<file path="src/design/complex_magnitude_defines.svh">
// ----------------------------------------------------------------------------
// Assertion macros for the complex magnitude block
// Each macro expects aclk and aresetn in the enclosing module.
// ----------------------------------------------------------------------------
`ifndef COMPLEX_MAGNITUDE_DEFINES_SVH
`define COMPLEX_MAGNITUDE_DEFINES_SVH

// Same-cycle implication, checked out of reset only.
`define CMAG_ASSERT_IMP(label, ante, cons) \
    label: assert property (@(posedge aclk) disable iff (!aresetn) (ante) |-> (cons)) \
        else $error("complex_magnitude: assertion failed");

// Next-cycle implication, checked out of reset only.
`define CMAG_ASSERT_NEXT(label, ante, cons) \
    label: assert property (@(posedge aclk) disable iff (!aresetn) (ante) |=> (cons)) \
        else $error("complex_magnitude: assertion failed");

`endif

</file>
<file path="src/design/cmag_pkg.sv">
// ----------------------------------------------------------------------------
// cmag_pkg
// Widths and beat types shared by the complex magnitude pipeline.
// ----------------------------------------------------------------------------
package cmag_pkg;

    // Sample component width; the design holds for 4 to 32.
    localparam int DATA_WIDTH = 16;
    localparam int SUM_W      = 2 * DATA_WIDTH;
    localparam int SQRT_STEPS = DATA_WIDTH;
    localparam int REM_W      = DATA_WIDTH + 1;
    localparam int S_TDATA_W  = ((2 * DATA_WIDTH + 7) / 8) * 8;
    localparam int M_TDATA_W  = ((DATA_WIDTH + 7) / 8) * 8;

    typedef struct packed {
        logic                         last;
        logic signed [DATA_WIDTH-1:0] im;
        logic signed [DATA_WIDTH-1:0] re;
    } sample_t;

    typedef struct packed {
        logic    valid;
        sample_t sample;
    } sample_beat_t;

    typedef struct packed {
        logic             valid;
        logic             last;
        logic [SUM_W-1:0] sum;
    } sum_beat_t;

    typedef struct packed {
        logic                  valid;
        logic                  last;
        logic [DATA_WIDTH-1:0] mag;
    } mag_beat_t;

endpackage

</file>
<file path="src/design/cmag_skid.sv">
// ----------------------------------------------------------------------------
// cmag_skid
// Input skid stage: registered tready, holds one beat while the pipe stalls.
// ----------------------------------------------------------------------------
`include "complex_magnitude_defines.svh"

module cmag_skid (
    input  logic                            aclk,
    input  logic                            aresetn,
    input  logic                            s_tvalid,
    output logic                            s_tready,
    input  logic [cmag_pkg::S_TDATA_W-1:0]  s_tdata,   // re, im
    input  logic                            s_tlast,
    input  logic                            en,
    output cmag_pkg::sample_beat_t          feed
);
    import cmag_pkg::*;

    logic    skid_valid_reg;
    logic    skid_valid_next;
    sample_t skid_data_reg;
    sample_t in_sample;
    logic    accept;

    assign in_sample.re   = s_tdata[DATA_WIDTH-1:0];
    assign in_sample.im   = s_tdata[2*DATA_WIDTH-1:DATA_WIDTH];
    assign in_sample.last = s_tlast;

    assign s_tready = !skid_valid_reg;
    assign accept   = s_tvalid && !skid_valid_reg;

    // Park the beat when the pipe is frozen, release it on the next advance.
    assign skid_valid_next = (skid_valid_reg || accept) && !en;

    always_ff @(posedge aclk) begin
        if (!aresetn) begin
            skid_valid_reg <= 1'b0;
        end else begin
            skid_valid_reg <= skid_valid_next;
        end
    end

    always_ff @(posedge aclk) begin
        if (accept && !en) begin
            skid_data_reg <= in_sample;
        end
    end

    assign feed.valid  = skid_valid_reg || s_tvalid;
    assign feed.sample = skid_valid_reg ? skid_data_reg : in_sample;

    `CMAG_ASSERT_NEXT(a_skid_hold, skid_valid_reg && !en, skid_valid_reg)
    `CMAG_ASSERT_IMP(a_skid_fill, $rose(skid_valid_reg), $past(s_tvalid && !en))

endmodule

</file>
<file path="src/design/cmag_square.sv">
// ----------------------------------------------------------------------------
// cmag_square
// Three stages: absolute values, squares, sum of squares.
// ----------------------------------------------------------------------------
module cmag_square (
    input  logic                   aclk,
    input  logic                   aresetn,
    input  logic                   en,
    input  cmag_pkg::sample_beat_t feed,
    output cmag_pkg::sum_beat_t    sum_out
);
    import cmag_pkg::*;

    logic [DATA_WIDTH-1:0] re_u;
    logic [DATA_WIDTH-1:0] im_u;
    logic [DATA_WIDTH-1:0] abs_re_next;
    logic [DATA_WIDTH-1:0] abs_im_next;
    logic [DATA_WIDTH-1:0] abs_re_reg;
    logic [DATA_WIDTH-1:0] abs_im_reg;
    logic [SUM_W-1:0]      sq_re_next;
    logic [SUM_W-1:0]      sq_im_next;
    logic [SUM_W-1:0]      sq_re_reg;
    logic [SUM_W-1:0]      sq_im_reg;
    logic [SUM_W-1:0]      sum_next;
    logic [SUM_W-1:0]      sum_reg;
    logic [2:0]            valid_reg;
    logic [2:0]            last_reg;

    // The most negative value maps to its true magnitude as unsigned.
    assign re_u        = feed.sample.re;
    assign im_u        = feed.sample.im;
    assign abs_re_next = re_u[DATA_WIDTH-1] ? (~re_u) + DATA_WIDTH'(1) : re_u;
    assign abs_im_next = im_u[DATA_WIDTH-1] ? (~im_u) + DATA_WIDTH'(1) : im_u;

    assign sq_re_next = SUM_W'(abs_re_reg) * SUM_W'(abs_re_reg);
    assign sq_im_next = SUM_W'(abs_im_reg) * SUM_W'(abs_im_reg);

    // Cannot overflow: the sum peaks at 2^(SUM_W-1).
    assign sum_next = sq_re_reg + sq_im_reg;

    always_ff @(posedge aclk) begin
        if (!aresetn) begin
            valid_reg <= '0;
        end else if (en) begin
            valid_reg <= {valid_reg[1:0], feed.valid};
        end
    end

    always_ff @(posedge aclk) begin
        if (en) begin
            last_reg   <= {last_reg[1:0], feed.sample.last};
            abs_re_reg <= abs_re_next;
            abs_im_reg <= abs_im_next;
            sq_re_reg  <= sq_re_next;
            sq_im_reg  <= sq_im_next;
            sum_reg    <= sum_next;
        end
    end

    assign sum_out.valid = valid_reg[2];
    assign sum_out.last  = last_reg[2];
    assign sum_out.sum   = sum_reg;

endmodule

</file>
<file path="src/design/cmag_sqrt.sv">
// ----------------------------------------------------------------------------
// cmag_sqrt
// Pipelined integer square root, one result bit per stage, MSB first.
// ----------------------------------------------------------------------------
`include "complex_magnitude_defines.svh"

module cmag_sqrt (
    input  logic                  aclk,
    input  logic                  aresetn,
    input  logic                  en,
    input  cmag_pkg::sum_beat_t   sum_in,
    output cmag_pkg::mag_beat_t   mag_out
);
    import cmag_pkg::*;

    logic [REM_W-1:0]      rem_reg   [SQRT_STEPS];
    logic [REM_W-1:0]      rem_next  [SQRT_STEPS];
    logic [DATA_WIDTH-1:0] root_reg  [SQRT_STEPS];
    logic [DATA_WIDTH-1:0] root_next [SQRT_STEPS];
    logic [SUM_W-1:0]      x_reg     [SQRT_STEPS];
    logic [SUM_W-1:0]      x_next    [SQRT_STEPS];
    logic                  valid_reg [SQRT_STEPS];
    logic                  last_reg  [SQRT_STEPS];
    logic [REM_W-1:0]      twice_root;

    for (genvar i = 0; i < SQRT_STEPS; i++) begin : g_step
        logic [REM_W-1:0]      rem_in;
        logic [DATA_WIDTH-1:0] root_in;
        logic [SUM_W-1:0]      x_in;
        logic                  valid_in;
        logic                  last_in;
        logic [REM_W+1:0]      rem_cat;
        logic [REM_W+1:0]      trial;
        logic [REM_W+1:0]      diff;
        logic                  take;

        if (i == 0) begin : g_first
            assign rem_in   = '0;
            assign root_in  = '0;
            assign x_in     = sum_in.sum;
            assign valid_in = sum_in.valid;
            assign last_in  = sum_in.last;
        end else begin : g_rest
            assign rem_in   = rem_reg[i-1];
            assign root_in  = root_reg[i-1];
            assign x_in     = x_reg[i-1];
            assign valid_in = valid_reg[i-1];
            assign last_in  = last_reg[i-1];
        end

        // Bring down the next two radicand bits, try root*4+1.
        assign rem_cat = {rem_in, x_in[SUM_W-1 -: 2]};
        assign trial   = {1'b0, root_in, 2'b01};
        assign diff    = rem_cat - trial;
        assign take    = rem_cat >= trial;

        assign rem_next[i]  = take ? diff[REM_W-1:0] : rem_cat[REM_W-1:0];
        assign root_next[i] = {root_in[DATA_WIDTH-2:0], take};
        assign x_next[i]    = {x_in[SUM_W-3:0], 2'b00};

        always_ff @(posedge aclk) begin
            if (!aresetn) begin
                valid_reg[i] <= 1'b0;
            end else if (en) begin
                valid_reg[i] <= valid_in;
            end
        end

        always_ff @(posedge aclk) begin
            if (en) begin
                rem_reg[i]  <= rem_next[i];
                root_reg[i] <= root_next[i];
                x_reg[i]    <= x_next[i];
                last_reg[i] <= last_in;
            end
        end
    end

    assign mag_out.valid = valid_reg[SQRT_STEPS-1];
    assign mag_out.last  = last_reg[SQRT_STEPS-1];
    assign mag_out.mag   = root_reg[SQRT_STEPS-1];

    assign twice_root = {root_reg[SQRT_STEPS-1], 1'b0};

    // A floor root leaves a remainder of at most twice the root.
    `CMAG_ASSERT_IMP(a_sqrt_rem, valid_reg[SQRT_STEPS-1], rem_reg[SQRT_STEPS-1] <= twice_root)

endmodule

</file>
<file path="src/design/complex_magnitude.sv">
// Beats pass the abs, square and sum stages, the root stages and the output register.
// Throughput: one beat per cycle unless stalled; one square root stage per result bit.
// A stall on the result side freezes the whole pipe; one beat parks in the input skid.
// Reset (aresetn low, synchronous) clears all valid bits and the skid; data is kept.
// ----------------------------------------------------------------------------
// complex_magnitude
// Streaming floor(sqrt(re^2 + im^2)) of signed complex samples, last flag copied.
// ----------------------------------------------------------------------------
module complex_magnitude (
    input  logic                           aclk,
    input  logic                           aresetn,
    input  logic                           s_tvalid,
    output logic                           s_tready,
    input  logic [cmag_pkg::S_TDATA_W-1:0] s_tdata,   // re, im (from bit 0 up)
    input  logic                           s_tlast,
    output logic                           m_tvalid,
    input  logic                           m_tready,
    output logic [cmag_pkg::M_TDATA_W-1:0] m_tdata,   // magnitude (from bit 0 up)
    output logic                           m_tlast
);
    import cmag_pkg::*;

    sample_beat_t          feed;
    sum_beat_t             sum_beat;
    mag_beat_t             mag_beat;
    logic                  en;
    logic                  out_valid_reg;
    logic                  out_last_reg;
    logic [DATA_WIDTH-1:0] out_mag_reg;

    // Advance every stage together whenever the output slot is free or being
    // drained; otherwise hold everything in place.
    assign en = !out_valid_reg || m_tready;

    // Input skid: keeps tready a pure register output.
    cmag_skid u_skid (
        .aclk     (aclk),
        .aresetn  (aresetn),
        .s_tvalid (s_tvalid),
        .s_tready (s_tready),
        .s_tdata  (s_tdata),
        .s_tlast  (s_tlast),
        .en       (en),
        .feed     (feed)
    );

    // Absolute value, squaring and summation, one stage each.
    cmag_square u_square (
        .aclk    (aclk),
        .aresetn (aresetn),
        .en      (en),
        .feed    (feed),
        .sum_out (sum_beat)
    );

    // Bit-per-stage square root.
    cmag_sqrt u_sqrt (
        .aclk    (aclk),
        .aresetn (aresetn),
        .en      (en),
        .sum_in  (sum_beat),
        .mag_out (mag_beat)
    );

    // Output register: the beat stays here until the sink takes it.
    always_ff @(posedge aclk) begin
        if (!aresetn) begin
            out_valid_reg <= 1'b0;
        end else if (en) begin
            out_valid_reg <= mag_beat.valid;
        end
    end

    always_ff @(posedge aclk) begin
        if (en) begin
            out_mag_reg  <= mag_beat.mag;
            out_last_reg <= mag_beat.last;
        end
    end

    assign m_tvalid = out_valid_reg;
    assign m_tlast  = out_last_reg;
    // Pad the magnitude with zeros to whole bytes.
    assign m_tdata  = M_TDATA_W'(out_mag_reg);

endmodule
</file>
<file path="config.mk">
export PLATFORM = sky130hd
export DESIGN_NAME = complex_magnitude
export DESIGN_NICKNAME = d
export VERILOG_FILES = /design/src/design/cmag_pkg.sv /design/src/design/cmag_skid.sv /design/src/design/cmag_square.sv /design/src/design/cmag_sqrt.sv /design/src/design/complex_magnitude.sv
export VERILOG_INCLUDE_DIRS = /design/src /design/src/design
export SDC_FILE = /design/constraint.sdc
export NUM_CORES = 2
export LEC_CHECK = 0
export BUFFER_PORTS_ARGS = -buffer_cell sky130_fd_sc_hd__buf_2
export CORE_MARGIN = 2
export CORE_UTILIZATION = 40
export CTS_CLUSTER_DIAMETER = 100
export CTS_CLUSTER_SIZE = 30
export DETAILED_ROUTE_END_ITERATION = 16
export HOLD_SLACK_MARGIN = 0.08
export PLACE_DENSITY = 0.59
export RECOVER_POWER = 50
export SLEW_MARGIN = 20
export SYNTH_ARGS = -nofsm -noshare
export SYNTH_HDL_FRONTEND = slang
export SYNTH_SLANG_ARGS = --single-unit
</file>
<file path="constraint.sdc">
create_clock -name aclk -period 25.1 [get_ports aclk]
set_input_delay 3.765 -clock aclk [delete_from_list [all_inputs] [get_ports aclk]]
set_output_delay 3.765 -clock aclk [all_outputs]
set_load 0.01 [all_outputs]
</file>
Word level (Yosys, flattened, before mapping)
Memories as Yosys holds them, arrays and structs flattened. A register that Yosys moved wholly into a read port is not among the register bits. Cells that the tools add are included.

Multiplexer cells: 40. $add $sub $neg: 19. Bitwise operators: 18. Multipliers: 2. Reduce and logical (&&, ||, !) cells: 10. Order comparisons: 16.

Operator list (number): 19-bit by 18-bit >= comparator with 1-bit output (15); 17-bit 2-to-1 mux (16); 17-bit subtractor (15); 16-bit by 16-bit multiplier with 32-bit output (2); 33-bit 2-to-1 mux (1); 16-bit by 1-bit adder with 16-bit output, second input constant (2); 32-bit adder (1); 16-bit NOT (2); 15-bit 2-to-1 mux (2); 1-bit 2-to-1 mux (21); 1-bit bitwise OR (16); 1-bit logical NOT (4); 1-bit logical AND (3); 1-bit logical OR (3); 2-bit by 1-bit subtractor with 3-bit output, second input constant (1); 2-bit by 1-bit >= comparator with 1-bit output, second input constant (1).

Bits of input ports: 37. Flip-flop bits (word level): 168. Memories: 5. Logic and storage cells: 123. Output and inout bits: 19. Memory bits (writable): 1040.

Memories: u_sqrt.x_reg (depth 16, width 30, rd ports 15, clocked after Yosys merged registers in 0, write ports 16, RTL line cmag_sqrt.sv:20) `logic [SUM_W-1:0] x_reg [SQRT_STEPS];`; u_sqrt.rem_reg (depth 16, width 17, rd ports 15, clocked after Yosys merged registers in 0, write ports 16, RTL line cmag_sqrt.sv:16) `logic [REM_W-1:0] rem_reg [SQRT_STEPS];`; u_sqrt.root_reg (depth 16, width 16, rd ports 16, clocked after Yosys merged registers in 1, write ports 16, RTL line cmag_sqrt.sv:18) `logic [DATA_WIDTH-1:0] root_reg [SQRT_STEPS];`; u_sqrt.last_reg (depth 16, width 1, rd ports 16, clocked after Yosys merged registers in 1, write ports 16, RTL line cmag_sqrt.sv:23) `logic last_reg [SQRT_STEPS];`; u_sqrt.valid_reg (depth 16, width 1, rd ports 16, clocked after Yosys merged registers in 1, write ports 16, RTL line cmag_sqrt.sv:22) `logic valid_reg [SQRT_STEPS];`.

Longest topological paths before layout
Word-level depth: 6. Mapped depth: 25. Gate-level depth less buffers: 23.

Modules after synthesis
A second synthesis with hierarchy kept.

Cells, all modules: 4364. Area, all modules: 52014.9 um2.

By module, submodules not included: cmag_sqrt (area each 29223.0 um2, instances 1, seq. area each 19358.6 um2, cells each 2149); cmag_square (area each 20644.8 um2, instances 1, seq. area each 3933.8 um2, cells each 2119); cmag_skid (area each 1587.8 um2, instances 1, seq. area each 1011.0 um2, cells each 75); complex_magnitude (area each 559.3 um2, instances 1, seq. area each 530.5 um2, cells each 21).

Worst setup path after synthesis
No wires, ideal clock.

Path type: input -> register. Start: input m_tready. End: memory u_sqrt.valid_reg[0], data pin. Arrival time: 26.598 ns. Path buffers: 1. Path slack: -1.779 ns. Cell stages on the path: 4. Required time: 24.818 ns. Library setup time: 0.282 ns. Path through: nor2b_1 -> inv_1 -> clkbuf_1 -> and3_1.

RTL lines: start: declaration (RTL line complex_magnitude.sv:17) `input logic m_tready,`; end: declaration (RTL line cmag_sqrt.sv:22).

==> flow_metrics.py <==
metrics = {
    "run_status": {
        "status": "finished with violations",
        "violations": "capacitance limit, slew limit",
    },
    "global_route": {
        "grt_first_pass_wirelength_um": 159000,
        "gr-usage-all-layers": 0.147,
        "grt_pass1_vias": 31600,
        "overflow": 0,
        "antenna_found_initial": 1,
        "grt_max_degree": 209,
    },
    "timing": {
        "drv_slew": 173,
        "finalCritPeriodShare": 0.387,
        "setup_tns_ns": 0,
        "tightest_slew_ns": 4.29,
        "post-route-min-period_ns": 9.70,
        "setup_viol": 0,
        "relSlewSlack": -1.86,
        "rsz0062_at_grt": "no",
        "final_hold_viol_count": 0,
        "fin_worst_skew_ns": 0.0403,
        "clock.fmax_ghz": 0.103,
    },
    "clock_network": {
        "clk_pin_slew_ns": 0.11,
        "cts_resized": 0,
        "root_buffer": "clkbuf_16",
        "cts_hold_buf": 0,
        "numCtsBuffers": 39,
        "htree_num_levels": 2,
        "cts_buffer_depth": 3,
        "cts_tree": "yes",
        "post-cts-setup-buffers": 0,
        "cts_sinks": 829,
        "worstSkewPairLatency_ns": 0.65,
    },
    "worst_setup_path": {
        "path_class": "in2reg",
        "reg2reg_depth": 20,
        "slowest_delay_ns": 3.29,
        "r2r_end": "u_square.sq_re_reg[29]$_DFFE_PN_",
        "path_cells": "clkbuf_1 > nor2b_1 > clkinvlp_2 > buf_4 > buf_4",
        "crit_path_top_delay_cell": "clkinvlp_2",
        "worstSetupEndpointType": "register",
        "reg2reg_slack_ns": 18.20,
        "cpMostUsedCell": "buf_4",
        "r2r-start": "u_square.abs_re_reg[4]$_DFFE_PN_",
        "cp.required_ns": 25.36,
        "arrival_ns": 9.96,
        "cp_max_fo": 101,
        "startpoint_type": "input port",
    },
    "place": {
        "hpwl_um": 72700,
        "io_buffers": 55,
        "placed_cells": 6108,
        "gp_congestion": 0.856,
    },
    "die": {
        "die_x_um": 364,
        "coreArea_mm2": 0.129,
        "die_area_mm2": 0.133,
        "rows": 132,
        "initial_core_util": 0.402,
        "io_pins": 56,
        "die_h_um": 364,
    },
    "finish": {
        "fin_nets": 5161,
        "register_area_mm2": 0.0248,
        "area_delta_synth_final_pct": 6.59,
        "drive_gt1_frac": 0.0368,
        "stdcell_count": 6169,
        "largest_reg_flops": 240,
        "multi_input_area_mm2": 0.0239,
        "fill_cells": 12100,
    },
    "routing": {
        "routed_wl_um": 95700,
        "ant_nets": 0,
        "remaining_drc_errors": 0,
        "drt_first_pass_iters": 5,
        "drt_iter0_drc": 1850,
        "num_vias": 30400,
        "via_per_inst": 4.93,
        "routedWlPerCell_um": 15.5,
    },
    "min_path": {
        "min_to": "u_sqrt.x_reg[0][57]$_DFFE_PN_",
        "min_from": "u_sqrt.x_reg[0][25]$_DFFE_PN_",
        "worstHoldPathCells": 0,
        "min_path_type": "reg2reg",
    },
    "logic_synthesis": {
        "syn_nets": 5128,
        "syn_area_mm2": 0.0519,
        "synth-xor-area-share": 0.0481,
        "synthAdderAreaFrac": 0.220,
        "synth_compound_area_frac": 0.0843,
        "yosys_warnings": 0,
        "muxShareOfSynthArea": 0.0140,
        "yosysSeqAreaShare": 0.478,
        "yosys_most_used_dff": "edfxtp_1",
        "async_flop_share": 0,
        "netlist_instances": 4374,
        "synth-seq-cells": 829,
        "yosys.area_share.simple": 0.0958,
        "synth_top_family_by_area": "adder cells",
        "syn_avg_cell_area_um2": 11.9,
        "synth_edf_count": 823,
        "ys_types": 95,
    },
    "flow_run": {
        "drv_cap": 4,
    },
}
==> per-stage QoR <==
stage	hold WS [ns]	setup WS [ns]	cell area, µm²	utilization
final	0.403	15.40	55300	0.428
after global routing	0.404	14.46	55300	0.428
after CTS	0.397	18.19	55500	0.430
after detailed placement	0.405	18.15	54200	0.420
after global placement	0.400	18.19	54200	0.420
after floorplan	0.400	10.42	51900	-
==> cells by family after synthesis <==
| logic type | after synthesis |
|---|---|
| and+or+nand+nor | 1004 |
| DFF | 829 |
| buffers and inverters | 804 |
| adders and majority gates | 717 |
| AOI/OAI and AO/OA | 668 |
| xor gates and xnor gates | 285 |
| muxes | 66 |
| other | 1 |
==> how the worst max path moves through the flow <==
stage,cells after the start,from,to,slack (ns)
3_5_place_dp,5,m_tready,m_tdata[7]$_DFFE_PN_,18.15
4_1_cts,20,u_square.abs_re_reg[4]$_DFFE_PN_,u_square.sq_re_reg[29]$_DFFE_PN_,18.19
2_1_floorplan,4,m_tready,u_sqrt.valid_reg[0]$_DFFE_PP_,10.42
3_3_place_gp,5,m_tready,u_sqrt.root_reg[14][10]$_DFFE_PN_,18.19
6_report,5,m_tready,u_sqrt.rem_reg[1][50]$_DFFE_PN_,15.40
5_1_grt,5,m_tready,u_sqrt.rem_reg[1][50]$_DFFE_PN_,14.46
==> placed cells by master (no fill, tap or decap), types with 49 or more instances in the layout <==
master    count
nand3_1      49
ha_1        388
o21a_1       51
nor3_1       83
xnor2_1     178
a21o_1       83
o21ai_0     148
and2_1       95
a21oi_1     180
xor2_1      107
nor2_1      240
edfxtp_1    823
inv_1       719
nand2_1     268
fa_1        329
==> cell usage after synthesis, types with 8 or more instances <==
master / number / area (µm²)
o21ai_0: 144 / 721
edfxtp_1: 823 / 24700
nor2_1: 240 / 901
fa_1: 329 / 6590
or3_1: 36 / 225
o21bai_1: 22 / 165
nor2b_1: 47 / 294
nand2b_1: 46 / 288
o211ai_1: 14 / 105
clkbuf_1: 64 / 240
buf_2: 12 / 60.1
and3_1: 26 / 163
nor4_1: 18 / 113
a21oi_1: 179 / 896
o21a_1: 51 / 383
a211oi_1: 30 / 225
xor2_1: 107 / 937
or2_2: 18 / 113
nor3_1: 81 / 405
a21o_1: 83 / 623
mux2_2: 31 / 349
nand3_1: 49 / 245
a21boi_0: 13 / 97.6
o41ai_1: 8 / 70.1
mux2i_1: 29 / 290
nand2_1: 268 / 1010
xnor2_1: 178 / 1560
ha_1: 388 / 4850
inv_1: 720 / 2700
nand4_1: 26 / 163
a31oi_1: 16 / 100
o31ai_1: 18 / 135
and2_1: 105 / 657
==> cell type report <==
type,count,area share
Clock inverter,16,0.00554
Antenna cell,1,0.0000452
Tap cell,1742,0.0394
Inverter,721,0.0490
Timing Repair Buffer,75,0.00699
Sequential cell,829,0.449
Clock buffer,44,0.0180
Multi-Input combinational cell,2741,0.432
==> per-layer routing <==
metal	vias up	share of wire	GRT usage
met4	0	0.023	0.0361
met2	401	0.52	0.276
met1	14900	0.42	0.178
met3	109	0.032	0.0163
met5	-	0	0
li1	15000	-	-
==> worst max-delay path, delay by kind of cell <==
family	cells	cell delay [ns]
buf+inv	4	5.45
simple gates	1	0.43
Power is not shown: default switching activity piles up to over one toggle a cycle in this logic, so the estimate is an artifact.
